==> config.mk <==
export PLATFORM = sky130hd
export DESIGN_NAME = crc16_packet_framer
export DESIGN_NICKNAME = d
export VERILOG_FILES = /design/src/rtl/cpf_pkg.sv /design/src/rtl/cpf_regs.sv /design/src/rtl/cpf_front.sv /design/src/rtl/cpf_fifo.sv /design/src/rtl/cpf_back.sv /design/src/rtl/crc16_packet_framer.sv
export VERILOG_INCLUDE_DIRS = /design/src /design/src/rtl
export SDC_FILE = /design/constraint.sdc
export NUM_CORES = 1
export LEC_CHECK = 0
export BUFFER_PORTS_ARGS = -buffer_cell sky130_fd_sc_hd__buf_2
export CAP_MARGIN = 20
export CORE_MARGIN = 1.5
export CORE_UTILIZATION = 30
export DETAILED_ROUTE_END_ITERATION = 6
export PLACE_DENSITY = 0.57
export SYNTH_ARGS = -nofsm -noshare
export SYNTH_HDL_FRONTEND = slang
export SYNTH_SLANG_ARGS = --single-unit
==> constraint.sdc <==
create_clock -name clk -period 6.4 [get_ports clk]
set_input_delay 0.96 -clock clk [delete_from_list [all_inputs] [get_ports clk]]
set_output_delay 0.96 -clock clk [all_outputs]
set_load 0.01 [all_outputs]
==> src/rtl/crc16_packet_framer_macros.svh <==
// Assertion macros for the framer; each use names the clock and reset of the including module.
`ifndef CRC16_PACKET_FRAMER_MACROS_SVH
`define CRC16_PACKET_FRAMER_MACROS_SVH

// condition holds in the same cycle as the trigger
`define CPF_ASSERT_NOW(label, trig, cond, msg) \
	label: assert property (@(posedge clk) disable iff (!arst_n) (trig) |-> (cond)) \
		else $error(msg);

// condition holds in the cycle after the trigger
`define CPF_ASSERT_NEXT(label, trig, cond, msg) \
	label: assert property (@(posedge clk) disable iff (!arst_n) (trig) |=> (cond)) \
		else $error(msg);

`endif

==> src/rtl/cpf_pkg.sv <==
package cpf_pkg;

	localparam int unsigned QueueDepthDefault = 4;
	localparam int unsigned AddrWidth = 5;
	localparam int unsigned DataWidth = 32;

	typedef enum logic [2:0] {
		REG_START_MARKER   = 3'd0,
		REG_END_MARKER     = 3'd1,
		REG_FRAME_TYPE     = 3'd2,
		REG_PAYLOAD_LENGTH = 3'd3,
		REG_CRC_POLYNOMIAL = 3'd4,
		REG_CRC_INITIAL    = 3'd5
	} reg_idx_t;

	localparam logic [7:0]  StartMarkerReset   = 8'h7e;
	localparam logic [7:0]  EndMarkerReset     = 8'h7f;
	localparam logic [7:0]  FrameTypeReset     = 8'h02;
	localparam logic [7:0]  PayloadLengthReset = 8'd69;
	localparam logic [15:0] CrcPolynomialReset = 16'ha001;
	localparam logic [15:0] CrcInitialReset    = 16'h0000;

	typedef struct packed {
		logic [7:0]  start_marker;
		logic [7:0]  end_marker;
		logic [7:0]  frame_type;
		logic [7:0]  payload_length;
		logic [15:0] crc_polynomial;
		logic [15:0] crc_initial;
	} cfg_t;

	// one classified payload byte, handed from front to back
	typedef struct packed {
		logic [7:0]  data;
		logic        first;
		logic        closing;
		logic [15:0] crc;
	} ent_t;

	typedef struct packed {
		logic full;
		logic empty;
	} q_stat_t;

	typedef enum logic [6:0] {
		SL_START  = 7'b0000001,
		SL_TYPE   = 7'b0000010,
		SL_LEN    = 7'b0000100,
		SL_DATA   = 7'b0001000,
		SL_CRC_HI = 7'b0010000,
		SL_CRC_LO = 7'b0100000,
		SL_END    = 7'b1000000
	} slot_t;

	function automatic logic [15:0] fold_byte(input logic [15:0] crc, input logic [7:0] b,
			input logic [15:0] poly);
		logic [15:0] c;
		c = crc ^ {8'h00, b};
		for (int k = 0; k < 8; k++) begin
			if (c[0]) begin
				c = (c >> 1) ^ poly;
			end else begin
				c = c >> 1;
			end
		end
		return c;
	endfunction

endpackage

==> src/rtl/cpf_regs.sv <==
module cpf_regs (
	input  logic                                clk,
	input  logic                                arst_n,
	input  logic                                psel,
	input  logic                                penable,
	input  logic                                pwrite,
	input  logic [cpf_pkg::AddrWidth-1:0]       paddr,
	input  logic [cpf_pkg::DataWidth-1:0]       pwdata,
	output logic [cpf_pkg::DataWidth-1:0]       prdata,
	output logic                                pready,
	output cpf_pkg::cfg_t                       cfg
);
	import cpf_pkg::*;

	cfg_t     cfg_q;
	reg_idx_t idx;
	logic     wr;

	assign idx    = reg_idx_t'(paddr[AddrWidth-1:2]);
	assign wr     = psel & penable & pwrite;
	assign pready = 1'b1;
	assign cfg    = cfg_q;

	always_ff @(posedge clk or negedge arst_n) begin
		if (!arst_n) begin
			cfg_q.start_marker   <= StartMarkerReset;
			cfg_q.end_marker     <= EndMarkerReset;
			cfg_q.frame_type     <= FrameTypeReset;
			cfg_q.payload_length <= PayloadLengthReset;
			cfg_q.crc_polynomial <= CrcPolynomialReset;
			cfg_q.crc_initial    <= CrcInitialReset;
		end else if (wr) begin
			unique case (idx)
				REG_START_MARKER:   cfg_q.start_marker   <= pwdata[7:0];
				REG_END_MARKER:     cfg_q.end_marker     <= pwdata[7:0];
				REG_FRAME_TYPE:     cfg_q.frame_type     <= pwdata[7:0];
				REG_PAYLOAD_LENGTH: cfg_q.payload_length <= pwdata[7:0];
				REG_CRC_POLYNOMIAL: cfg_q.crc_polynomial <= pwdata[15:0];
				REG_CRC_INITIAL:    cfg_q.crc_initial    <= pwdata[15:0];
				default: ;
			endcase
		end
	end

	always_comb begin
		prdata = '0;
		unique case (idx)
			REG_START_MARKER:   prdata = {24'h0, cfg_q.start_marker};
			REG_END_MARKER:     prdata = {24'h0, cfg_q.end_marker};
			REG_FRAME_TYPE:     prdata = {24'h0, cfg_q.frame_type};
			REG_PAYLOAD_LENGTH: prdata = {24'h0, cfg_q.payload_length};
			REG_CRC_POLYNOMIAL: prdata = {16'h0, cfg_q.crc_polynomial};
			REG_CRC_INITIAL:    prdata = {16'h0, cfg_q.crc_initial};
			default:            prdata = '0;
		endcase
	end

endmodule

==> src/rtl/cpf_front.sv <==
module cpf_front (
	input  logic          clk,
	input  logic          arst_n,
	input  cpf_pkg::cfg_t cfg,
	input  logic          accept,
	input  logic [7:0]    payload_byte,
	output cpf_pkg::ent_t ent
);
	import cpf_pkg::*;

	logic [7:0]  pos_q;
	logic [15:0] crc_q;
	logic [7:0]  next_pos;
	logic [15:0] base;
	logic [15:0] folded;
	logic        first;
	logic        closing;

	assign first    = (pos_q == 8'd0);
	assign base     = first ? cfg.crc_initial : crc_q;
	assign folded   = fold_byte(base, payload_byte, cfg.crc_polynomial);
	assign next_pos = pos_q + 8'd1;
	// length 0 closes after 256 bytes through the wrap
	assign closing  = (next_pos == cfg.payload_length);

	assign ent.data    = payload_byte;
	assign ent.first   = first;
	assign ent.closing = closing;
	assign ent.crc     = folded;

	always_ff @(posedge clk or negedge arst_n) begin
		if (!arst_n) begin
			pos_q <= 8'd0;
			crc_q <= 16'h0000;
		end else if (accept) begin
			pos_q <= closing ? 8'd0 : next_pos;
			crc_q <= folded;
		end
	end

endmodule

==> src/rtl/cpf_fifo.sv <==
module cpf_fifo #(
	parameter int unsigned DEPTH = cpf_pkg::QueueDepthDefault
) (
	input  logic            clk,
	input  logic            arst_n,
	input  logic            wr,
	input  cpf_pkg::ent_t   wdata,
	input  logic            rd,
	output cpf_pkg::ent_t   rdata,
	output cpf_pkg::q_stat_t stat
);
	import cpf_pkg::*;

	localparam int unsigned AW = (DEPTH > 1) ? $clog2(DEPTH) : 1;
	localparam int unsigned CW = $clog2(DEPTH + 1);
	localparam logic [AW-1:0] LastIdx = AW'(DEPTH - 1);
	localparam logic [CW-1:0] Full    = CW'(DEPTH);

	ent_t          slot_q [DEPTH];
	logic [AW-1:0] wp_q;
	logic [AW-1:0] rp_q;
	logic [CW-1:0] cnt_q;

	assign stat.full  = (cnt_q == Full);
	assign stat.empty = (cnt_q == '0);
	assign rdata      = slot_q[rp_q];

	always_ff @(posedge clk) begin
		if (wr) begin
			slot_q[wp_q] <= wdata;
		end
	end

	always_ff @(posedge clk or negedge arst_n) begin
		if (!arst_n) begin
			wp_q  <= '0;
			rp_q  <= '0;
			cnt_q <= '0;
		end else begin
			if (wr) begin
				wp_q <= (wp_q == LastIdx) ? '0 : wp_q + AW'(1);
			end
			if (rd) begin
				rp_q <= (rp_q == LastIdx) ? '0 : rp_q + AW'(1);
			end
			if (wr && !rd) begin
				cnt_q <= cnt_q + CW'(1);
			end else if (rd && !wr) begin
				cnt_q <= cnt_q - CW'(1);
			end
		end
	end

endmodule

==> src/rtl/cpf_back.sv <==
module cpf_back (
	input  logic             clk,
	input  logic             arst_n,
	input  cpf_pkg::cfg_t    cfg,
	input  cpf_pkg::ent_t    head,
	input  cpf_pkg::q_stat_t qstat,
	output logic             q_pop,
	input  logic             pop,
	output logic             empty,
	output logic [7:0]       frame_byte,
	output logic             run_last,
	output logic             frame_end
);
	import cpf_pkg::*;

	slot_t      step_q;
	logic       started_q;
	logic       oval_q;
	logic [7:0] obyte_q;
	logic       olast_q;
	logic       oend_q;

	slot_t      cur;
	slot_t      nxt;
	logic       load;
	logic       emit;
	logic       last;
	logic [7:0] byte_d;

	assign cur  = started_q ? step_q : (head.first ? SL_START : SL_DATA);
	// output register takes a new byte when free or being drained this cycle
	assign load = !oval_q || pop;
	assign emit = load && !qstat.empty;
	assign last = ((cur == SL_DATA) && !head.closing) || (cur == SL_END);
	assign q_pop = emit && last;

	always_comb begin
		byte_d = head.data;
		unique case (cur)
			SL_START:  byte_d = cfg.start_marker;
			SL_TYPE:   byte_d = cfg.frame_type;
			SL_LEN:    byte_d = cfg.payload_length;
			SL_DATA:   byte_d = head.data;
			SL_CRC_HI: byte_d = head.crc[15:8];
			SL_CRC_LO: byte_d = head.crc[7:0];
			SL_END:    byte_d = cfg.end_marker;
			default:   byte_d = head.data;
		endcase
	end

	always_comb begin
		nxt = SL_START;
		unique case (cur)
			SL_START:  nxt = SL_TYPE;
			SL_TYPE:   nxt = SL_LEN;
			SL_LEN:    nxt = SL_DATA;
			SL_DATA:   nxt = SL_CRC_HI;
			SL_CRC_HI: nxt = SL_CRC_LO;
			SL_CRC_LO: nxt = SL_END;
			SL_END:    nxt = SL_START;
			default:   nxt = SL_START;
		endcase
	end

	always_ff @(posedge clk or negedge arst_n) begin
		if (!arst_n) begin
			step_q    <= SL_START;
			started_q <= 1'b0;
			oval_q    <= 1'b0;
		end else begin
			if (emit) begin
				started_q <= !last;
				step_q    <= nxt;
			end
			if (load) begin
				oval_q <= emit;
			end
		end
	end

	always_ff @(posedge clk) begin
		if (emit) begin
			obyte_q <= byte_d;
			olast_q <= last;
			oend_q  <= (cur == SL_END);
		end
	end

	assign empty      = !oval_q;
	assign frame_byte = obyte_q;
	assign run_last   = olast_q;
	assign frame_end  = oend_q;

endmodule

==> src/rtl/crc16_packet_framer.sv <==
// CRC-16 packet framer.
// Input queue side: push/full with payload_byte; a request is taken when push is high and
// full low. Result queue side: empty/pop with frame_byte, run_last, frame_end; the oldest
// result is shown while empty is low and leaves on pop.
// Each accepted byte yields 1 result (mid-frame), 4 (first or last of a frame, header or
// trailer added) or 7 (a one-byte frame). run_last marks the final result of a request and
// frame_end marks the end marker.
// The first result of a request is written into the input queue and then registered in the
// output register before it is shown. Throughput: one result per cycle while pop is held high,
// set by the single output register; the front takes one byte per cycle while its 4-entry
// queue (QUEUE_DEPTH) has room, the CRC update of a byte being done in that cycle.
// When the receiver stalls the result holds and the queue fills; full then holds off push.
// Reset clears the queue, the output register and the frame position and loads the
// register defaults (markers 0x7E/0x7F, type 0x02, length 69, polynomial 0xA001, initial 0).
// Registers sit at byte address 4*i on the APB port; pready is always high.
`include "crc16_packet_framer_macros.svh"

module crc16_packet_framer #(
	parameter int unsigned QUEUE_DEPTH = cpf_pkg::QueueDepthDefault
) (
	input  logic                          clk,
	input  logic                          arst_n,
	input  logic                          psel,
	input  logic                          penable,
	input  logic                          pwrite,
	input  logic [cpf_pkg::AddrWidth-1:0] paddr,
	input  logic [cpf_pkg::DataWidth-1:0] pwdata,
	output logic [cpf_pkg::DataWidth-1:0] prdata,
	output logic                          pready,
	input  logic                          push,
	output logic                          full,
	input  logic [7:0]                    payload_byte,
	output logic                          empty,
	input  logic                          pop,
	output logic [7:0]                    frame_byte,
	output logic                          run_last,
	output logic                          frame_end
);
	import cpf_pkg::*;

	cfg_t    cfg;
	ent_t    ent;
	ent_t    head;
	q_stat_t qstat;
	logic    accept;
	logic    q_pop;

	assign full   = qstat.full;
	assign accept = push && !qstat.full;

	cpf_regs u_regs (
		.clk     (clk),
		.arst_n  (arst_n),
		.psel    (psel),
		.penable (penable),
		.pwrite  (pwrite),
		.paddr   (paddr),
		.pwdata  (pwdata),
		.prdata  (prdata),
		.pready  (pready),
		.cfg     (cfg)
	);

	cpf_front u_front (
		.clk          (clk),
		.arst_n       (arst_n),
		.cfg          (cfg),
		.accept       (accept),
		.payload_byte (payload_byte),
		.ent          (ent)
	);

	cpf_fifo #(
		.DEPTH (QUEUE_DEPTH)
	) u_fifo (
		.clk    (clk),
		.arst_n (arst_n),
		.wr     (accept),
		.wdata  (ent),
		.rd     (q_pop),
		.rdata  (head),
		.stat   (qstat)
	);

	cpf_back u_back (
		.clk        (clk),
		.arst_n     (arst_n),
		.cfg        (cfg),
		.head       (head),
		.qstat      (qstat),
		.q_pop      (q_pop),
		.pop        (pop),
		.empty      (empty),
		.frame_byte (frame_byte),
		.run_last   (run_last),
		.frame_end  (frame_end)
	);

	`CPF_ASSERT_NOW(a_end_is_last, !empty && frame_end, run_last, "end marker not last of request")
	`CPF_ASSERT_NOW(a_q_stat, qstat.full, !qstat.empty, "queue full and empty at once")
	`CPF_ASSERT_NOW(a_pop_nonempty, q_pop, !qstat.empty, "queue popped while empty")
	`CPF_ASSERT_NEXT(a_qpop_shows_last, q_pop, !empty && run_last, "request retired without last")

endmodule
# After elaboration in Yosys (flattened, before gate mapping)
# Memories as Yosys holds them, arrays and structs flattened.
# Index checks and enable logic that the tools add are counted.
word_totals:
  rom_bits: 0
  n_memories: 1
  mem_bits_rw: 104
  ff_bits: 114
  out_inout_bits: 45
  input_bits: 52
  word_cells: 96
  latch_bits: 0
op_classes:
  n_mux: 21
  mul: 0
  eq_ne: 16
  n_lt_le_gt_ge: 0
  n_reduce_logical: 25
  bitwise: 11
  add_sub_neg: 5
  n_div: 0
  n_shift: 0
memory_table:
  columns: ["memory", "words", "word_bits", "read_ports", "rd_ports_with_merged_regs", "wr", "line", "rtl"]
  rows:
  - ["u_fifo.slot_q", 4, 26, 1, 0, 1, "cpf_fifo.sv:19", "ent_t slot_q [DEPTH];"]
ops:
  columns: ["op", "n"]
  rows:
  - ["$mux W16", 9]
  - ["$xor A15 B16 Y16", 8]
  - ["$pmux W16 S6", 1]
  - ["$pmux W8 S6", 1]
  - ["$pmux W7 S6", 1]
  - ["$xor A16 B8 Y16", 1]
  - ["$reduce_and A2 Y1", 6]
  - ["$eq A3 B3 Y1 const B", 3]
  - ["$add A8 B1 Y8 const B", 1]
  - ["$eq A8 B8 Y1", 1]
  - ["$logic_not A8 Y1", 1]
  - ["$mux W8", 1]
  - ["$eq A7 B1 Y1 const B", 1]
  - ["$eq A7 B2 Y1 const B", 1]
  - ["$eq A7 B3 Y1 const B", 1]
  - ["$eq A7 B4 Y1 const B", 1]
  - ["$eq A7 B5 Y1 const B", 1]
  - ["$eq A7 B6 Y1 const B", 1]
  - ["$eq A7 B7 Y1 const B", 1]
  - ["$logic_not A1 Y1", 7]
  - ["$mux W7", 1]
  - ["$eq A3 B2 Y1 const B", 2]
  - ["$logic_and A1 B1 Y1", 6]
  - ["$logic_not A3 Y1", 2]
  - ["other kinds (12)", 19]

# Logic depth before layout (Yosys ltp)
logic_depth:
  depth_word: 19
  depth_mapped: 20
  mapped_depth_nobuf: 16

# Cells and area by module
# A second synthesis with hierarchy kept.
hier_totals:
  hier_cells: 1078
  area_unflattened_um2: 12783.5
modules_own_cells:
  columns: ["module", "area_each_um2", "seq_area_each_um2", "instances", "cells_each"]
  rows:
  - ["cpf_fifo", 4217.8, 3298.2, 1, 173]
  - ["cpf_front", 4139.0, 600.6, 1, 536]
  - ["cpf_regs", 3120.5, 1626.6, 1, 233]
  - ["cpf_back", 1292.5, 526.8, 1, 135]
  - ["crc16_packet_framer", 13.8, 0.0, 1, 1]

# Least setup slack after synthesis
# No wires, ideal clock.
synth_timing:
  kind: "input-to-reg"
  from: "input payload_byte[0]"
  to: "register u_front.crc_q[8]"
  required_ps: 6275
  cell_stages: 16
  path_slack_ps: 1649
  setup_ps: 125
  arrival_time_ps: 4626
  cell_sequence: "nor2b_1 o211ai_1 and2_1 buf_4 o41a_1 a31oi_2 nor2_2 o31ai_1 a21oi_2 or4_4 and3b_4 a211oi_4 buf_6 o21ai_2 xnor2_1 mux2_2"
synth_lines:
  columns: ["item", "line", "rtl"]
  rows:
  - ["from (decl)", "crc16_packet_framer.sv:32", "input logic [7:0] payload_byte,"]
  - ["to (signal assigned)", "cpf_front.sv:37", "crc_q <= folded;"]
  - ["to (decl)", "cpf_front.sv:12", "logic [15:0] crc_q;"]

==> reports/results.ini <==
[critical_path]
arrival_ps = 6190
worstSetupPathType = reg2reg
path_cells = inv_1 > ha_1 > nor3b_2 > o211ai_1 > and2_1 > o41a_1 > a31oi_2 > nor2_2 > o31ai_1 > and3_1 > nor2_1 > xor3_1 > a211oi_4 > buf_4 > o21ai_1 > xnor2_1 > mux2_2
critPathLaunchType = flip-flop
critPathMaxFanout = 16
slowest_delay_ps = 540
required_ps = 6850
cp-end-kind = flip-flop
slowest_stage = o31ai_1

[cts]
cts_tree = done
clk_latency_ps = 520
cts.repair.resized = 0
path_clk_slew_ps = 60
numCtsBuffers = 24
cts_sinks = 218
clock_tree.root_cell = clkbuf_16
cts_hold_buf = 0
htreeDepth = 1
cts_setup_buffers = 0
clockBufferDepth = 3

[synth]
synth_area_sq_mm = 0.0123
ys_types = 82
synthFlopType = edfxtp_1
ys_seq_elements = 218
synth-async-reset-ratio_pct = 47.7
synth.area.top_cells = edfxtp_1 (28%), dfrtp_1 (17%), mux2_2 (7.1%)
synth_cells = 1051
yosys.area.top_type = edfxtp_1
synth_top_area_share_pct = 27.8
yosysSeqAreaShare_pct = 49.1
synth_edf_count = 114
synth_warnings = 0
synth.avg_cell_area_sq_um = 11.7

[run_status]
status = complete, no violations

[routing]
postRouteAntennaNets = 0
firstDrtPassIters = 6
vias = 8152
drc_errors = 0
drt-total-wl_um = 30600
post_drt_wl_per_cell_um = 18.6
drt-initial-drc-count = 502
via_per_inst = 4.96

[sta]
finalHoldViolations = 0
setup_tns_ps = 0
relSlewSlack_pct = 37.0
finalCritPeriodShare_pct = 89.7
rsz0062_at_grt = no
finalMaxSlewViolations = 0
setup_viol_count_final = 0
max_freq_mhz = 174
tightest_slew_ps = 945
fin_crit_ps = 5740
fin_skew_ps = 8.04

[die]
die_y_um = 206
dieArea_sq_mm = 0.0423
core_area_sq_mm = 0.0407
start_util_pct = 30.3
die_w_um = 206
rows = 74
num_io_pins = 97

[global_route]
grt_max_degree = 63
grt_pass1_vias = 8089
grt_usage_pct = 14.7
antenna_found_initial = 2
grt_first_pass_wirelength_um = 47700
overflow = 0

[final_layout]
nNetsFinal = 1154
syn_to_final_growth_pct = 13.0
final_area_sq_mm = 0.0139
nFillCells = 4014
drive_above_1_share_pct = 25.7
layout_common_cells = nand2_1 (141), edfxtp_1 (114), xnor2_1 (98), dfrtp_1 (82), mux2_2 (78)
layout_commonest_cell = nand2_1

[worst_hold_path]
hp-class = in2async

[placed_design]
dp_hpwl_um = 21600
io_buffers = 61
gp_congestion = 0.826
place_area_sq_mm = 0.0131

[job]
max-cap-violations = 0

## cell families after synthesis
logic type      after synthesis  synth area share, %
other cells                   2               0.0609
buf+inv                     104                 3.93
xor+xnor                    130                 10.0
simple gates                289                 11.3
mux                         143                 15.5
compound gates              156                 9.06
flops                       218                 49.1
fa+ha+maj                     9                0.974
## state kept, by name (all words and copies together), names as in the netlist
| signal | cells |
|---|---|
| u_regs.cfg | 64 |
| u_back.step_q | 7 |
| u_front.pos_q | 8 |
| u_back.started_q | 1 |
| u_fifo.cnt_q | 3 |
| u_back.run_last | 1 |
| u_back.frame_byte | 8 |
| u_back.frame_end | 1 |
| u_fifo.slot_q | 104 |
| u_front.crc_q | 16 |
| u_fifo.wp_q | 2 |
| u_back.oval_q | 1 |
| u_fifo.rp_q | 2 |
## final timing paths
path | cells past startpoint | to | start | slack [ps]
worst max-delay path | 17 | u_front.crc_q[0]$_DFFE_PN0P_ | u_front.pos_q[0]$_DFFE_PN0P_ | 660
max in group asynchronous | 2 | u_regs.cfg[23]$_DFFE_PN0P_ | arst_n | 4690
min in group clk | 2 | u_back.step_q[0]$_DFFE_PN1P_ | u_back.step_q[0]$_DFFE_PN1P_ | 480
worst min-delay path | 1 | u_fifo.wp_q[0]$_DFFE_PN0P_ | arst_n | 450
worst min register to register | 2 | u_back.step_q[0]$_DFFE_PN1P_ | u_back.step_q[0]$_DFFE_PN1P_ | 480
worst max register to register | 17 | u_front.crc_q[0]$_DFFE_PN0P_ | u_front.pos_q[0]$_DFFE_PN0P_ | 660
## per-layer routing
layer	global-route usage, %	part of all wire, %	up-vias
met3	1.85	3.4	40
met1	19.7	45	4096
met4	3.88	2.0	0
met2	25.0	50	160
met5	0	0	-
li1	-	-	3856
## critical path: cells and delay by family, from the launching register on
family / cells / cell delay (ps)
AOI/OAI and AO/OA: 6 / 1980
muxes: 1 / 260
DFF: 1 / 460
buffers and inverters: 2 / 370
adders and majority gates: 1 / 150
xor gates and xnor gates: 2 / 930
and+or+nand+nor: 5 / 1490
## cells in the mapped netlist (3+ instances only)
library cell,instances
a211o_1,4
a211oi_1,3
a21o_1,4
a21oi_1,21
a222oi_1,8
a31o_2,3
a31oi_1,3
and2_1,8
and3_1,8
and4_1,3
buf_1,7
buf_2,6
buf_4,19
clkbuf_1,47
dfrtp_1,83
dfstp_2,21
edfxtp_1,114
ha_1,8
inv_1,23
mux2_2,78
mux2i_1,34
mux4_2,31
nand2_1,141
nand2b_1,19
nand3_1,11
nand4_1,14
nor2_1,33
nor2b_1,17
nor3_1,15
nor3b_1,4
o211ai_1,5
o21a_1,4
o21ai_0,40
o21ai_1,7
o21ai_2,9
o22ai_1,13
o31ai_1,4
xnor2_1,98
xnor3_1,4
xor2_1,25
xor3_1,3
## cell type report
class / instances / area [sq um] / area share [%]
multi-input cells: 744 / 5870 / 42.1
clock buffers: 35 / 703 / 5.04
flip-flops and latches: 218 / 6050 / 43.4
clock inverters: 9 / 71.3 / 0.512
well taps: 532 / 666 / 4.78
repair buffers: 82 / 483 / 3.46
diodes: 1 / 2.50 / 0.0180
inverters: 23 / 86.3 / 0.619
## stage by stage
stage | hold slack (ps) | instances | setup slack, ps | utilization [%]
after global placement | 462 | 1597 | 494 | 32.2
after global routing | 493 | 1643 | 266 | 34.2
after CTS | 466 | 1642 | 641 | 34.1
final | 450 | 1644 | 659 | 34.2
after floorplan | 447 | 1066 | 1650 | -
after detailed placement | 469 | 1598 | 588 | 32.2
Power is left out: the tool's default activity adds up to more than one toggle a clock period on the data nets, which glitch-free logic cannot reach.
